--- src/hdl/sdi_pkg.sv ---
// shared codes and constants for the degenerate string stream indexer
`default_nettype none

package sdi_pkg;

  // delimiter characters
  localparam logic [7:0] CH_OPEN  = 8'h7B;
  localparam logic [7:0] CH_CLOSE = 8'h7D;
  localparam logic [7:0] CH_COMMA = 8'h2C;
  localparam logic [7:0] CH_NL    = 8'h0A;

  // record kinds
  localparam logic [1:0] REC_STRING = 2'd0;
  localparam logic [1:0] REC_SET    = 2'd1;
  localparam logic [1:0] REC_STAT   = 2'd2;

  // statistic indexes
  localparam logic [3:0] ST_VAR_CHARS = 4'd0;
  localparam logic [3:0] ST_COM_COUNT = 4'd1;
  localparam logic [3:0] ST_COM_LEN   = 4'd2;
  localparam logic [3:0] ST_SETS      = 4'd3;
  localparam logic [3:0] ST_CHARS     = 4'd4;
  localparam logic [3:0] ST_STRINGS   = 4'd5;
  localparam logic [3:0] ST_SHORTEST  = 4'd6;
  localparam logic [3:0] ST_LONGEST   = 4'd7;
  localparam logic [3:0] ST_AVG       = 4'd8;
  localparam logic [3:0] ST_EMPTY     = 4'd9;
  localparam logic [3:0] ST_LAST      = ST_EMPTY;

  localparam logic [15:0] MEMBERS_MAX = 16'hFFFF;
  localparam logic [30:0] VARIANT_MAX = 31'h7FFF_FFFF;
  localparam logic signed [31:0] VARIANT_COMMON = -32'sd1;

  // what the delimiter of the current request asks for
  typedef enum logic [1:0] {
    OP_OPEN  = 2'd0,
    OP_CLOSE = 2'd1,
    OP_COMMA = 2'd2,
    OP_END   = 2'd3
  } op_t;

  typedef enum logic [5:0] {
    S_IDLE   = 6'b000001,
    S_STR    = 6'b000010,
    S_SET    = 6'b000100,
    S_DSTART = 6'b001000,
    S_DWAIT  = 6'b010000,
    S_STAT   = 6'b100000
  } state_t;

endpackage

`default_nettype wire

--- src/hdl/sdi_if.sv ---
// valid/ready channels for the symbol stream and the record stream
`default_nettype none

interface sdi_in_if;
  logic       valid;
  logic       ready;
  logic [7:0] symbol;
  logic       end_of_text;

  modport source(output valid, symbol, end_of_text, input ready);
  modport sink(input valid, symbol, end_of_text, output ready);
endinterface

interface sdi_out_if;
  logic               valid;
  logic               ready;
  logic [1:0]         record_kind;
  logic [31:0]        string_length;
  logic [31:0]        file_offset;
  logic [31:0]        reference_offset;
  logic signed [31:0] variant_number;
  logic               is_common;
  logic [15:0]        set_members;
  logic [31:0]        cumulative_members;
  logic [3:0]         stat_index;
  logic [31:0]        stat_value;
  logic               last_of_run;

  modport source(output valid, record_kind, string_length, file_offset, reference_offset,
                 variant_number, is_common, set_members, cumulative_members, stat_index,
                 stat_value, last_of_run, input ready);
  modport sink(input valid, record_kind, string_length, file_offset, reference_offset,
               variant_number, is_common, set_members, cumulative_members, stat_index,
               stat_value, last_of_run, output ready);
endinterface

`default_nettype wire

--- src/hdl/sdi_div.sv ---
// restoring divider, one quotient bit per cycle
`default_nettype none

module sdi_div #(
  parameter int W = 32
) (
  input  wire logic         clk,
  input  wire logic         rst_n,
  input  wire logic         start,
  input  wire logic [W-1:0] dividend,
  input  wire logic [W-1:0] divisor,
  output logic      [W-1:0] quotient,
  output logic              done
);

  localparam int CNT_W = (W > 1) ? $clog2(W) : 1;
  localparam logic [CNT_W-1:0] CNT_LAST = CNT_W'(W - 1);

  logic [W-1:0]     rem_r, rem_nxt;
  logic [W-1:0]     quo_r, quo_nxt;
  logic [W-1:0]     div_r, div_nxt;
  logic [CNT_W-1:0] cnt_r, cnt_nxt;
  logic             busy_r, busy_nxt;
  logic             done_r, done_nxt;
  logic             zero_r, zero_nxt;
  logic [W:0]       shifted;
  logic [W:0]       diff;

  always_comb begin
    rem_nxt  = rem_r;
    quo_nxt  = quo_r;
    div_nxt  = div_r;
    cnt_nxt  = cnt_r;
    busy_nxt = busy_r;
    zero_nxt = zero_r;
    done_nxt = 1'b0;
    shifted  = {rem_r, quo_r[W-1]};
    diff     = shifted - {1'b0, div_r};
    if (start) begin
      rem_nxt  = '0;
      quo_nxt  = dividend;
      div_nxt  = divisor;
      cnt_nxt  = '0;
      busy_nxt = 1'b1;
      zero_nxt = (divisor == '0);
    end else if (busy_r) begin
      if (!diff[W]) begin
        rem_nxt = diff[W-1:0];
        quo_nxt = {quo_r[W-2:0], 1'b1};
      end else begin
        rem_nxt = shifted[W-1:0];
        quo_nxt = {quo_r[W-2:0], 1'b0};
      end
      if (cnt_r == CNT_LAST) begin
        busy_nxt = 1'b0;
        done_nxt = 1'b1;
      end else begin
        cnt_nxt = cnt_r + 1'b1;
      end
    end
  end

  always_ff @(posedge clk) begin
    if (!rst_n) begin
      busy_r <= 1'b0;
      done_r <= 1'b0;
      cnt_r  <= '0;
      zero_r <= 1'b0;
    end else begin
      busy_r <= busy_nxt;
      done_r <= done_nxt;
      cnt_r  <= cnt_nxt;
      zero_r <= zero_nxt;
    end
    rem_r <= rem_nxt;
    quo_r <= quo_nxt;
    div_r <= div_nxt;
  end

  // a zero count averages to zero
  assign quotient = zero_r ? '0 : quo_r;
  assign done     = done_r;

endmodule

`default_nettype wire

--- src/hdl/degenerate_string_stream_indexer_core.sv ---
// top level: elastic-degenerate text parser with string, set and statistic records
//
//  channel  | dir | handshake        | payload
//  ---------+-----+------------------+----------------------------------------------
//  in_ch    | in  | valid/ready      | symbol, end_of_text
//  out_ch   | out | valid/ready      | record_kind and string/set/statistic fields
//
// a plain character, newline or bare open brace is taken in S_IDLE; a comma then
// emits a string record from S_STR, a close brace or an open brace after pending
// text a string record from S_STR and then a set record from S_SET
// end of text: accepted in S_IDLE, pending text flushed through S_STR and S_SET,
// then the average from the bit-serial divider, then ten statistic records
// ready is high only while the sequencer is idle; each record waits in the output
// register while the sink stalls; synchronous active-low reset clears all counters
`default_nettype none

module degenerate_string_stream_indexer_core #(
  parameter int COUNT_BITS = 32
) (
  input  wire logic clk,
  input  wire logic rst_n,
  sdi_in_if.sink    in_ch,
  sdi_out_if.source out_ch
);

  import sdi_pkg::*;

  localparam int CW = COUNT_BITS;
  localparam logic [CW-1:0] CNT_ONE = {{(CW-1){1'b0}}, 1'b1};

  function automatic logic [CW-1:0] sat_add(input logic [CW-1:0] a, input logic [CW-1:0] b);
    logic [CW:0] s;
    s = {1'b0, a} + {1'b0, b};
    return s[CW] ? {CW{1'b1}} : s[CW-1:0];
  endfunction

  function automatic logic [31:0] to32(input logic [CW-1:0] v);
    logic [63:0] w;
    w = 64'(v);
    return w[31:0];
  endfunction

  state_t        state_r, state_nxt;
  op_t           op_r, op_nxt;
  logic [CW-1:0] cur_len_r, cur_len_nxt;
  logic [CW-1:0] char_pos_r, char_pos_nxt;
  logic [15:0]   members_r, members_nxt;
  logic [30:0]   var_cnt_r, var_cnt_nxt;
  logic [CW-1:0] set_cnt_r, set_cnt_nxt;
  logic [CW-1:0] total_r, total_nxt;
  logic [CW-1:0] str_cnt_r, str_cnt_nxt;
  logic [CW-1:0] com_cnt_r, com_cnt_nxt;
  logic [CW-1:0] com_len_r, com_len_nxt;
  logic [CW-1:0] short_r, short_nxt;
  logic [CW-1:0] long_r, long_nxt;
  logic [CW-1:0] empty_r, empty_nxt;
  logic [CW-1:0] var_chars_r, var_chars_nxt;
  logic [CW-1:0] cum_r, cum_nxt;
  logic [15:0]   set_mem_r, set_mem_nxt;
  logic [3:0]    stat_idx_r, stat_idx_nxt;

  logic               o_valid_r, o_valid_nxt;
  logic [1:0]         o_kind_r, o_kind_nxt;
  logic [31:0]        o_len_r, o_len_nxt;
  logic [31:0]        o_foff_r, o_foff_nxt;
  logic [31:0]        o_roff_r, o_roff_nxt;
  logic signed [31:0] o_var_r, o_var_nxt;
  logic               o_com_r, o_com_nxt;
  logic [15:0]        o_smem_r, o_smem_nxt;
  logic [31:0]        o_cum_r, o_cum_nxt;
  logic [3:0]         o_sidx_r, o_sidx_nxt;
  logic [31:0]        o_sval_r, o_sval_nxt;
  logic               o_last_r, o_last_nxt;

  logic          in_acc;
  logic          out_free;
  logic          div_start;
  logic          div_done;
  logic [CW-1:0] div_q;

  sdi_div #(.W(CW)) u_div (
    .clk      (clk),
    .rst_n    (rst_n),
    .start    (div_start),
    .dividend (com_len_r),
    .divisor  (com_cnt_r),
    .quotient (div_q),
    .done     (div_done)
  );

  assign in_acc   = in_ch.valid && in_ch.ready;
  assign out_free = !o_valid_r || out_ch.ready;

  always_comb begin
    logic          common;
    logic [CW-1:0] set_tmp;
    logic [CW-1:0] stat_v;

    state_nxt     = state_r;
    op_nxt        = op_r;
    cur_len_nxt   = cur_len_r;
    char_pos_nxt  = char_pos_r;
    members_nxt   = members_r;
    var_cnt_nxt   = var_cnt_r;
    set_cnt_nxt   = set_cnt_r;
    total_nxt     = total_r;
    str_cnt_nxt   = str_cnt_r;
    com_cnt_nxt   = com_cnt_r;
    com_len_nxt   = com_len_r;
    short_nxt     = short_r;
    long_nxt      = long_r;
    empty_nxt     = empty_r;
    var_chars_nxt = var_chars_r;
    cum_nxt       = cum_r;
    set_mem_nxt   = set_mem_r;
    stat_idx_nxt  = stat_idx_r;
    div_start     = 1'b0;
    common        = 1'b0;
    set_tmp       = set_cnt_r;
    stat_v        = '0;

    o_valid_nxt = o_valid_r && !out_ch.ready;
    o_kind_nxt  = o_kind_r;
    o_len_nxt   = o_len_r;
    o_foff_nxt  = o_foff_r;
    o_roff_nxt  = o_roff_r;
    o_var_nxt   = o_var_r;
    o_com_nxt   = o_com_r;
    o_smem_nxt  = o_smem_r;
    o_cum_nxt   = o_cum_r;
    o_sidx_nxt  = o_sidx_r;
    o_sval_nxt  = o_sval_r;
    o_last_nxt  = o_last_r;

    unique case (state_r)
      S_IDLE: begin
        if (in_acc) begin
          if (in_ch.end_of_text) begin
            op_nxt    = OP_END;
            state_nxt = (cur_len_r != '0) ? S_STR : S_DSTART;
          end else begin
            case (in_ch.symbol)
              CH_OPEN: begin
                op_nxt = OP_OPEN;
                if (cur_len_r != '0) begin
                  state_nxt = S_STR;
                end else begin
                  members_nxt  = 16'd1;
                  set_cnt_nxt  = sat_add(set_cnt_r, CNT_ONE);
                  char_pos_nxt = sat_add(char_pos_r, CNT_ONE);
                end
              end
              CH_CLOSE: begin
                op_nxt    = OP_CLOSE;
                state_nxt = S_STR;
              end
              CH_COMMA: begin
                op_nxt    = OP_COMMA;
                state_nxt = S_STR;
              end
              CH_NL: begin
                char_pos_nxt = sat_add(char_pos_r, CNT_ONE);
              end
              default: begin
                cur_len_nxt  = sat_add(cur_len_r, CNT_ONE);
                char_pos_nxt = sat_add(char_pos_r, CNT_ONE);
              end
            endcase
          end
        end
      end

      S_STR: begin
        if (out_free) begin
          // pending text before an open brace or at the end is a common string
          if (op_r == OP_OPEN || op_r == OP_END) begin
            common = 1'b1;
          end else if (op_r == OP_CLOSE) begin
            common = (members_r == 16'd1);
          end
          o_valid_nxt = 1'b1;
          o_kind_nxt  = REC_STRING;
          o_len_nxt   = to32(cur_len_r);
          o_foff_nxt  = to32((char_pos_r >= cur_len_r) ? (char_pos_r - cur_len_r) : '0);
          o_roff_nxt  = to32(com_len_r);
          o_var_nxt   = common ? VARIANT_COMMON : $signed({1'b0, var_cnt_r});
          o_com_nxt   = common;
          o_smem_nxt  = '0;
          o_cum_nxt   = '0;
          o_sidx_nxt  = '0;
          o_sval_nxt  = '0;
          o_last_nxt  = (op_r == OP_COMMA);

          if (common) begin
            com_cnt_nxt = sat_add(com_cnt_r, CNT_ONE);
            com_len_nxt = sat_add(com_len_r, cur_len_r);
            if (cur_len_r > long_r) long_nxt = cur_len_r;
            if (cur_len_r < short_r) short_nxt = cur_len_r;
          end else begin
            var_chars_nxt = sat_add(var_chars_r, cur_len_r);
            if (var_cnt_r != VARIANT_MAX) var_cnt_nxt = var_cnt_r + 31'd1;
          end
          if ((op_r == OP_CLOSE || op_r == OP_COMMA) && cur_len_r == '0) begin
            empty_nxt = sat_add(empty_r, CNT_ONE);
          end
          total_nxt   = sat_add(total_r, cur_len_r);
          cur_len_nxt = '0;

          case (op_r)
            OP_COMMA: begin
              if (members_r != MEMBERS_MAX) members_nxt = members_r + 16'd1;
              char_pos_nxt = sat_add(char_pos_r, CNT_ONE);
              state_nxt    = S_IDLE;
            end
            OP_CLOSE: begin
              str_cnt_nxt = sat_add(str_cnt_r, CW'(members_r));
              set_mem_nxt = members_r;
              state_nxt   = S_SET;
            end
            default: begin
              str_cnt_nxt = sat_add(str_cnt_r, CNT_ONE);
              set_mem_nxt = 16'd1;
              state_nxt   = S_SET;
            end
          endcase
        end
      end

      S_SET: begin
        if (out_free) begin
          cum_nxt     = sat_add(cum_r, CW'(set_mem_r));
          o_valid_nxt = 1'b1;
          o_kind_nxt  = REC_SET;
          o_len_nxt   = '0;
          o_foff_nxt  = '0;
          o_roff_nxt  = '0;
          o_var_nxt   = '0;
          o_com_nxt   = 1'b0;
          o_smem_nxt  = set_mem_r;
          o_cum_nxt   = to32(cum_nxt);
          o_sidx_nxt  = '0;
          o_sval_nxt  = '0;
          o_last_nxt  = (op_r != OP_END);

          // a flushed common string counts as a set of its own
          if (op_r != OP_CLOSE) set_tmp = sat_add(set_cnt_r, CNT_ONE);
          if (op_r == OP_OPEN) begin
            set_tmp     = sat_add(set_tmp, CNT_ONE);
            members_nxt = 16'd1;
          end
          set_cnt_nxt = set_tmp;

          if (op_r == OP_END) begin
            state_nxt = S_DSTART;
          end else begin
            char_pos_nxt = sat_add(char_pos_r, CNT_ONE);
            state_nxt    = S_IDLE;
          end
        end
      end

      S_DSTART: begin
        div_start = 1'b1;
        state_nxt = S_DWAIT;
      end

      S_DWAIT: begin
        if (div_done) begin
          stat_idx_nxt = ST_VAR_CHARS;
          state_nxt    = S_STAT;
        end
      end

      S_STAT: begin
        case (stat_idx_r)
          ST_VAR_CHARS: stat_v = var_chars_r;
          ST_COM_COUNT: stat_v = com_cnt_r;
          ST_COM_LEN:   stat_v = com_len_r;
          ST_SETS:      stat_v = set_cnt_r;
          ST_CHARS:     stat_v = total_r;
          ST_STRINGS:   stat_v = str_cnt_r;
          ST_SHORTEST:  stat_v = (short_r < char_pos_r) ? short_r : char_pos_r;
          ST_LONGEST:   stat_v = long_r;
          ST_AVG:       stat_v = div_q;
          ST_EMPTY:     stat_v = empty_r;
          default:      stat_v = '0;
        endcase
        if (out_free) begin
          o_valid_nxt = 1'b1;
          o_kind_nxt  = REC_STAT;
          o_len_nxt   = '0;
          o_foff_nxt  = '0;
          o_roff_nxt  = '0;
          o_var_nxt   = '0;
          o_com_nxt   = 1'b0;
          o_smem_nxt  = '0;
          o_cum_nxt   = '0;
          o_sidx_nxt  = stat_idx_r;
          o_sval_nxt  = to32(stat_v);
          o_last_nxt  = (stat_idx_r == ST_LAST);
          if (stat_idx_r == ST_LAST) begin
            state_nxt = S_IDLE;
          end else begin
            stat_idx_nxt = stat_idx_r + 4'd1;
          end
        end
      end

      default: begin
        state_nxt = S_IDLE;
      end
    endcase
  end

  always_ff @(posedge clk) begin
    if (!rst_n) begin
      state_r     <= S_IDLE;
      op_r        <= OP_OPEN;
      cur_len_r   <= '0;
      char_pos_r  <= '0;
      members_r   <= '0;
      var_cnt_r   <= '0;
      set_cnt_r   <= '0;
      total_r     <= '0;
      str_cnt_r   <= '0;
      com_cnt_r   <= '0;
      com_len_r   <= '0;
      short_r     <= '1;
      long_r      <= '0;
      empty_r     <= '0;
      var_chars_r <= '0;
      cum_r       <= '0;
      set_mem_r   <= '0;
      stat_idx_r  <= '0;
      o_valid_r   <= 1'b0;
    end else begin
      state_r     <= state_nxt;
      op_r        <= op_nxt;
      cur_len_r   <= cur_len_nxt;
      char_pos_r  <= char_pos_nxt;
      members_r   <= members_nxt;
      var_cnt_r   <= var_cnt_nxt;
      set_cnt_r   <= set_cnt_nxt;
      total_r     <= total_nxt;
      str_cnt_r   <= str_cnt_nxt;
      com_cnt_r   <= com_cnt_nxt;
      com_len_r   <= com_len_nxt;
      short_r     <= short_nxt;
      long_r      <= long_nxt;
      empty_r     <= empty_nxt;
      var_chars_r <= var_chars_nxt;
      cum_r       <= cum_nxt;
      set_mem_r   <= set_mem_nxt;
      stat_idx_r  <= stat_idx_nxt;
      o_valid_r   <= o_valid_nxt;
    end
    o_kind_r <= o_kind_nxt;
    o_len_r  <= o_len_nxt;
    o_foff_r <= o_foff_nxt;
    o_roff_r <= o_roff_nxt;
    o_var_r  <= o_var_nxt;
    o_com_r  <= o_com_nxt;
    o_smem_r <= o_smem_nxt;
    o_cum_r  <= o_cum_nxt;
    o_sidx_r <= o_sidx_nxt;
    o_sval_r <= o_sval_nxt;
    o_last_r <= o_last_nxt;
  end

  assign in_ch.ready               = (state_r == S_IDLE);
  assign out_ch.valid              = o_valid_r;
  assign out_ch.record_kind        = o_kind_r;
  assign out_ch.string_length      = o_len_r;
  assign out_ch.file_offset        = o_foff_r;
  assign out_ch.reference_offset   = o_roff_r;
  assign out_ch.variant_number     = o_var_r;
  assign out_ch.is_common          = o_com_r;
  assign out_ch.set_members        = o_smem_r;
  assign out_ch.cumulative_members = o_cum_r;
  assign out_ch.stat_index         = o_sidx_r;
  assign out_ch.stat_value         = o_sval_r;
  assign out_ch.last_of_run        = o_last_r;

endmodule

`default_nettype wire

--- src/flat_wrapper.sv ---
// flat-port wrapper written by rule: the top's interface ports become plain ports
module degenerate_string_stream_indexer_core_flat import sdi_pkg::*;
#(
  parameter int COUNT_BITS = 32
)
  (clk, rst_n, in_ch_valid, in_ch_symbol, in_ch_end_of_text, in_ch_ready, out_ch_valid, out_ch_record_kind, out_ch_string_length, out_ch_file_offset, out_ch_reference_offset, out_ch_variant_number, out_ch_is_common, out_ch_set_members, out_ch_cumulative_members, out_ch_stat_index, out_ch_stat_value, out_ch_last_of_run, out_ch_ready);
  sdi_in_if in_ch_i ();
  sdi_out_if out_ch_i ();
  input  wire logic clk;
  input  wire logic rst_n;
  input wire logic [$bits(in_ch_i.valid)-1:0] in_ch_valid;
  input wire logic [$bits(in_ch_i.symbol)-1:0] in_ch_symbol;
  input wire logic [$bits(in_ch_i.end_of_text)-1:0] in_ch_end_of_text;
  output wire logic [$bits(in_ch_i.ready)-1:0] in_ch_ready;
  output wire logic [$bits(out_ch_i.valid)-1:0] out_ch_valid;
  output wire logic [$bits(out_ch_i.record_kind)-1:0] out_ch_record_kind;
  output wire logic [$bits(out_ch_i.string_length)-1:0] out_ch_string_length;
  output wire logic [$bits(out_ch_i.file_offset)-1:0] out_ch_file_offset;
  output wire logic [$bits(out_ch_i.reference_offset)-1:0] out_ch_reference_offset;
  output wire logic [$bits(out_ch_i.variant_number)-1:0] out_ch_variant_number;
  output wire logic [$bits(out_ch_i.is_common)-1:0] out_ch_is_common;
  output wire logic [$bits(out_ch_i.set_members)-1:0] out_ch_set_members;
  output wire logic [$bits(out_ch_i.cumulative_members)-1:0] out_ch_cumulative_members;
  output wire logic [$bits(out_ch_i.stat_index)-1:0] out_ch_stat_index;
  output wire logic [$bits(out_ch_i.stat_value)-1:0] out_ch_stat_value;
  output wire logic [$bits(out_ch_i.last_of_run)-1:0] out_ch_last_of_run;
  input wire logic [$bits(out_ch_i.ready)-1:0] out_ch_ready;
  assign in_ch_i.valid = in_ch_valid;
  assign in_ch_i.symbol = in_ch_symbol;
  assign in_ch_i.end_of_text = in_ch_end_of_text;
  assign in_ch_ready = in_ch_i.ready;
  assign out_ch_valid = out_ch_i.valid;
  assign out_ch_record_kind = out_ch_i.record_kind;
  assign out_ch_string_length = out_ch_i.string_length;
  assign out_ch_file_offset = out_ch_i.file_offset;
  assign out_ch_reference_offset = out_ch_i.reference_offset;
  assign out_ch_variant_number = out_ch_i.variant_number;
  assign out_ch_is_common = out_ch_i.is_common;
  assign out_ch_set_members = out_ch_i.set_members;
  assign out_ch_cumulative_members = out_ch_i.cumulative_members;
  assign out_ch_stat_index = out_ch_i.stat_index;
  assign out_ch_stat_value = out_ch_i.stat_value;
  assign out_ch_last_of_run = out_ch_i.last_of_run;
  assign out_ch_i.ready = out_ch_ready;
  degenerate_string_stream_indexer_core #(.COUNT_BITS(COUNT_BITS)) u_core (.clk(clk), .rst_n(rst_n), .in_ch(in_ch_i), .out_ch(out_ch_i));
endmodule
--- config.mk ---
export PLATFORM = sky130hd
export DESIGN_NAME = degenerate_string_stream_indexer_core_flat
export DESIGN_NICKNAME = d
export VERILOG_FILES = /design/src/hdl/sdi_pkg.sv /design/src/hdl/sdi_if.sv /design/src/hdl/sdi_div.sv /design/src/hdl/degenerate_string_stream_indexer_core.sv /design/src/flat_wrapper.sv
export SDC_FILE = /design/constraint.sdc
export NUM_CORES = 2
export LEC_CHECK = 0
export BUFFER_PORTS_ARGS = -buffer_cell sky130_fd_sc_hd__buf_2
export CAP_MARGIN = 20
export CORE_MARGIN = 5
export CORE_UTILIZATION = 40
export DETAILED_ROUTE_END_ITERATION = 6
export PLACE_DENSITY = 0.54
export SYNTH_ARGS = -nofsm -noshare
export SYNTH_HDL_FRONTEND = slang
export SYNTH_SLANG_ARGS = --single-unit
--- constraint.sdc ---
create_clock -name clk -period 9 [get_ports clk]
set_clock_uncertainty 0.1 [all_clocks]
set_input_delay 0.9 -clock clk [delete_from_list [all_inputs] [get_ports clk]]
set_output_delay 0.9 -clock clk [all_outputs]
set_load 0.01 [all_outputs]
==> results.yml <==
synthesis:
  synth_top_family_by_area: "compound AO/OA/AOI/OAI gates"
  synth_fa_ha_area_share_pct: 8.41
  synthTopCellsByCount: "a21oi_1, dfxtp_1, nand2_1, nor2_1, o21ai_0"
  ys_seq_elements: 779
  synth_edf_count: 279
  syn-instance-count: 5450
  async_flop_share_pct: 0
  synthesis.nets: 5778
  synth_top_area_cell: "dfxtp_1"
  netlist_top_cells_area: "dfxtp_1, edfxtp_1, ha_1"
  synth_compound_area_share_pct: 22.1
  synth.most_common_cell: "a21oi_1"
  synth_ff_type: "dfxtp_1"
  netlist_area_mm2: 0.0475
  synthXorXnorAreaFrac_pct: 5.70
  synth_seq_area_share_pct: 38.7
  synth_top_area_share_pct: 21.1
  synth.area.mux_share_pct: 2.46
  syn_area_per_cell_um2: 8.72
  yosysWarnings: 0
  ys_types: 100
  yosys.area_share.simple_pct: 18.2
setup_path:
  crit_cells: 16
  critPathBufInv: 1
  critPathLaunchType: "flop"
  crit_slowest_cell: "dfxtp_1"
  critPathCaptureType: "flop"
  cp.arrival_ns: 5.70
  slowest_delay_ns: 0.52
  crit_chain: "ha_1 > and4_1 > and4_1 > and4_1 > nor2_1 > mux2i_1 > ha_1 > nand2_1 > a211o_1 > or3_1 > nor3_4 > nand2_1 > nand2_2 > nor2_2 > buf_8 > a21oi_1"
  cp_max_fo: 13
  crit_path_frequent_cell: "and4_1"
  required_ns: 9.52
  r2r_cells: 16
  critPathKind: "reg -> reg"
  path_delay_family: "simple AND/OR/NAND/NOR gates"
min_path:
  min_path_cells: 2
  min_path_type: "reg -> reg"
power:
  switching_share_pct: 31.8
  power_w: 0.0105
  powerDensity_mw_per_mm2: 197
  p_int_w: 0.00716
  seq_power_share_pct: 40.6
  ir_drop_mv: 0.142
  power_frac_comb_pct: 23.0
  leakage_nw: 21.2
  clockPowerShare_pct: 36.4
  p_switching_w: 0.00334
timing:
  finalSetupViolCount: 0
  tns_ns: 0
  worst_slew_pin_slew_ns: 1.20
  rsz0062_at_grt: "false"
  max_freq_ghz: 0.193
  hold_viol: 0
  slew_headroom_pct: 19.8
  fin_crit_sh_pct: 57.5
  period_needed_ns: 5.18
  slew_viol_final: 0
clock_network:
  cts_tree: "built"
  clk_path_buf_depth: 3
  cts.hold.buffers_added: 0
  clk_pin_slew_ns: 0.07
  cts_resized: 0
  cts_root_buffer: "clkbuf_16"
  cts_buffers: 93
  htree_levels: 3
  cts_setup_buffers: 0
  clk_latency_ns: 0.70
  clock_sinks: 779
global_route:
  first_global_vias: 40100
  overflow: 0
  grt_max_degree: 97
  grt_usage_pct: 25.7
  grt_use_met1_pct: 35.8
  met2_usage_pct: 40.2
  antenna_found_initial: 11
  busiest_layer: "met2"
  grt_pass1_wl_um: 253000
  met3_usage_pct: 3.99
drt:
  wl_per_cell_um: 23.5
  vias: 42800
  first_iter_violations: 4319
  firstDrtPassIters: 7
  drt.antenna.violating_nets: 0
  viasPerCell: 5.98
  drc_errors: 12
  drt-total-wl_um: 169000
cells_and_area:
  drive_gt1_share_pct: 10.6
  layout.nets: 5877
  syn2layout_area_growth_pct: 11.9
  fill_cells: 11600
  stdcell_area_mm2: 0.0532
run:
  cap_violations: 0
placement:
  io_buffer_count: 230
  dpl-instance-area_mm2: 0.0501
  gp_congestion: 0.941
  dp_hpwl_um: 123000
outcome:
  status: "complete, but fails checks"
  violations: "DRC"
floorplanning:
  fp.dieW_um: 355
  design.die.area_mm2: 0.126
  die_y_um: 355
  initial_core_util_pct: 40.3
  design.core.area_mm2: 0.118
  num_rows: 126
  ioPinCount: 231
## routing by layer
metal	vias up	routed length, µm	part of all wire [%]
li1	20300	-	-
met1	20600	75200	45
met5	-	23	0.014
met3	329	12400	7.3
met2	1583	74000	44
met4	4	6870	4.1
## area by class of cell
class	instances	area (µm²)	area share, %
flip-flops and latches	779	18400	34.6
well taps	1536	1920	3.61
diodes	1	2.50	0.00471
inverters	240	908	1.71
clock buffers	124	2560	4.81
repair buffers	305	1760	3.30
multi-input cells	4130	27200	51.1
clock inverters	50	480	0.904
## cells by family (layout without fill, tap and decap cells)
| logic type | count (synthesis) | in the layout |
|---|---|---|
| AND/OR/NAND/NOR | 1751 | 1751 |
| AO/OA/AOI/OAI | 1639 | 1639 |
| flip-flops | 779 | 779 |
| buffers and inverters | 541 | 719 |
| adder cells (fa/ha/maj) | 315 | 315 |
| XOR/XNOR | 309 | 309 |
| multiplexers | 116 | 116 |
| other | 0 | 1 |
## layout by cell type, fill, tap and decap left out, types with 139 or more instances in the layout
cell      instances
nand2_1         431
o21ai_0         385
nor2_1          423
inv_1           232
dfxtp_1         500
ha_1            307
buf_2           229
a21oi_1         511
nand3_1         226
xor2_1          139
xnor2_1         169
edfxtp_1        279
## worst min-delay path: cells and delay by family, from the launching register on
family          cells  cell delay, ns
flops               1            0.33
simple gates        1            0.06
compound gates      1            0.05
## power groups by stage
stage / logic (W) / registers (W) / clock network, W
5_1_grt: 0.00266 / 0.00429 / 0.00405
3_3_place_gp: 0.00237 / 0.00433 / 0
4_1_cts: 0.00239 / 0.00426 / 0.00390
6_report: 0.00242 / 0.00427 / 0.00382
3_5_place_dp: 0.00238 / 0.00433 / 0
2_1_floorplan: 0.00166 / 0.00428 / 0
## per-stage QoR
stage	utilization, %	setup WS (ns)	instances	hold WS [ns]
floorplan	-	1.24	5450	0.306
detailed placement	42.5	3.89	6987	0.378
global placement	42.5	3.93	6986	0.368
global route	45.1	3.59	7164	0.402
finish	45.1	3.82	7165	0.380
CTS	45.0	3.84	7161	0.386
## worst paths after layout
check,from,end,slack [ns]
worst max-delay path,u_core.set_cnt_r[0],u_core.set_cnt_r[6],3.82
worst max register to register,u_core.set_cnt_r[0],u_core.set_cnt_r[6],3.82
worst min-delay path,u_core.set_mem_r[3],u_core.set_mem_r[3],0.38
worst min register to register,u_core.set_mem_r[3],u_core.set_mem_r[3],0.38
## flip-flops by register name, summed over array words and instances, names as in the netlist, 31 cells and up
| signal | flops |
|---|---|
| u_core.com_cnt_r | 32 |
| u_core.out_ch.variant_number | 32 |
| u_core.long_r | 32 |
| u_core.out_ch.file_offset | 32 |
| u_core.var_chars_r | 32 |
| u_core.str_cnt_r | 32 |
| u_core.out_ch.stat_value | 32 |
| u_core.empty_r | 32 |
| u_core.u_div.quo_r | 32 |
| u_core.out_ch.cumulative_members | 32 |
| u_core.short_r | 32 |
| u_core.cum_r | 32 |
| u_core.var_cnt_r | 31 |
| u_core.total_r | 32 |
| u_core.u_div.div_r | 32 |
| u_core.u_div.rem_r | 32 |
| u_core.out_ch.reference_offset | 32 |
| u_core.set_cnt_r | 32 |
| u_core.cur_len_r | 32 |
| u_core.out_ch.string_length | 32 |
| u_core.com_len_r | 32 |
| u_core.char_pos_r | 32 |
Power figures use the tool's default switching activity.
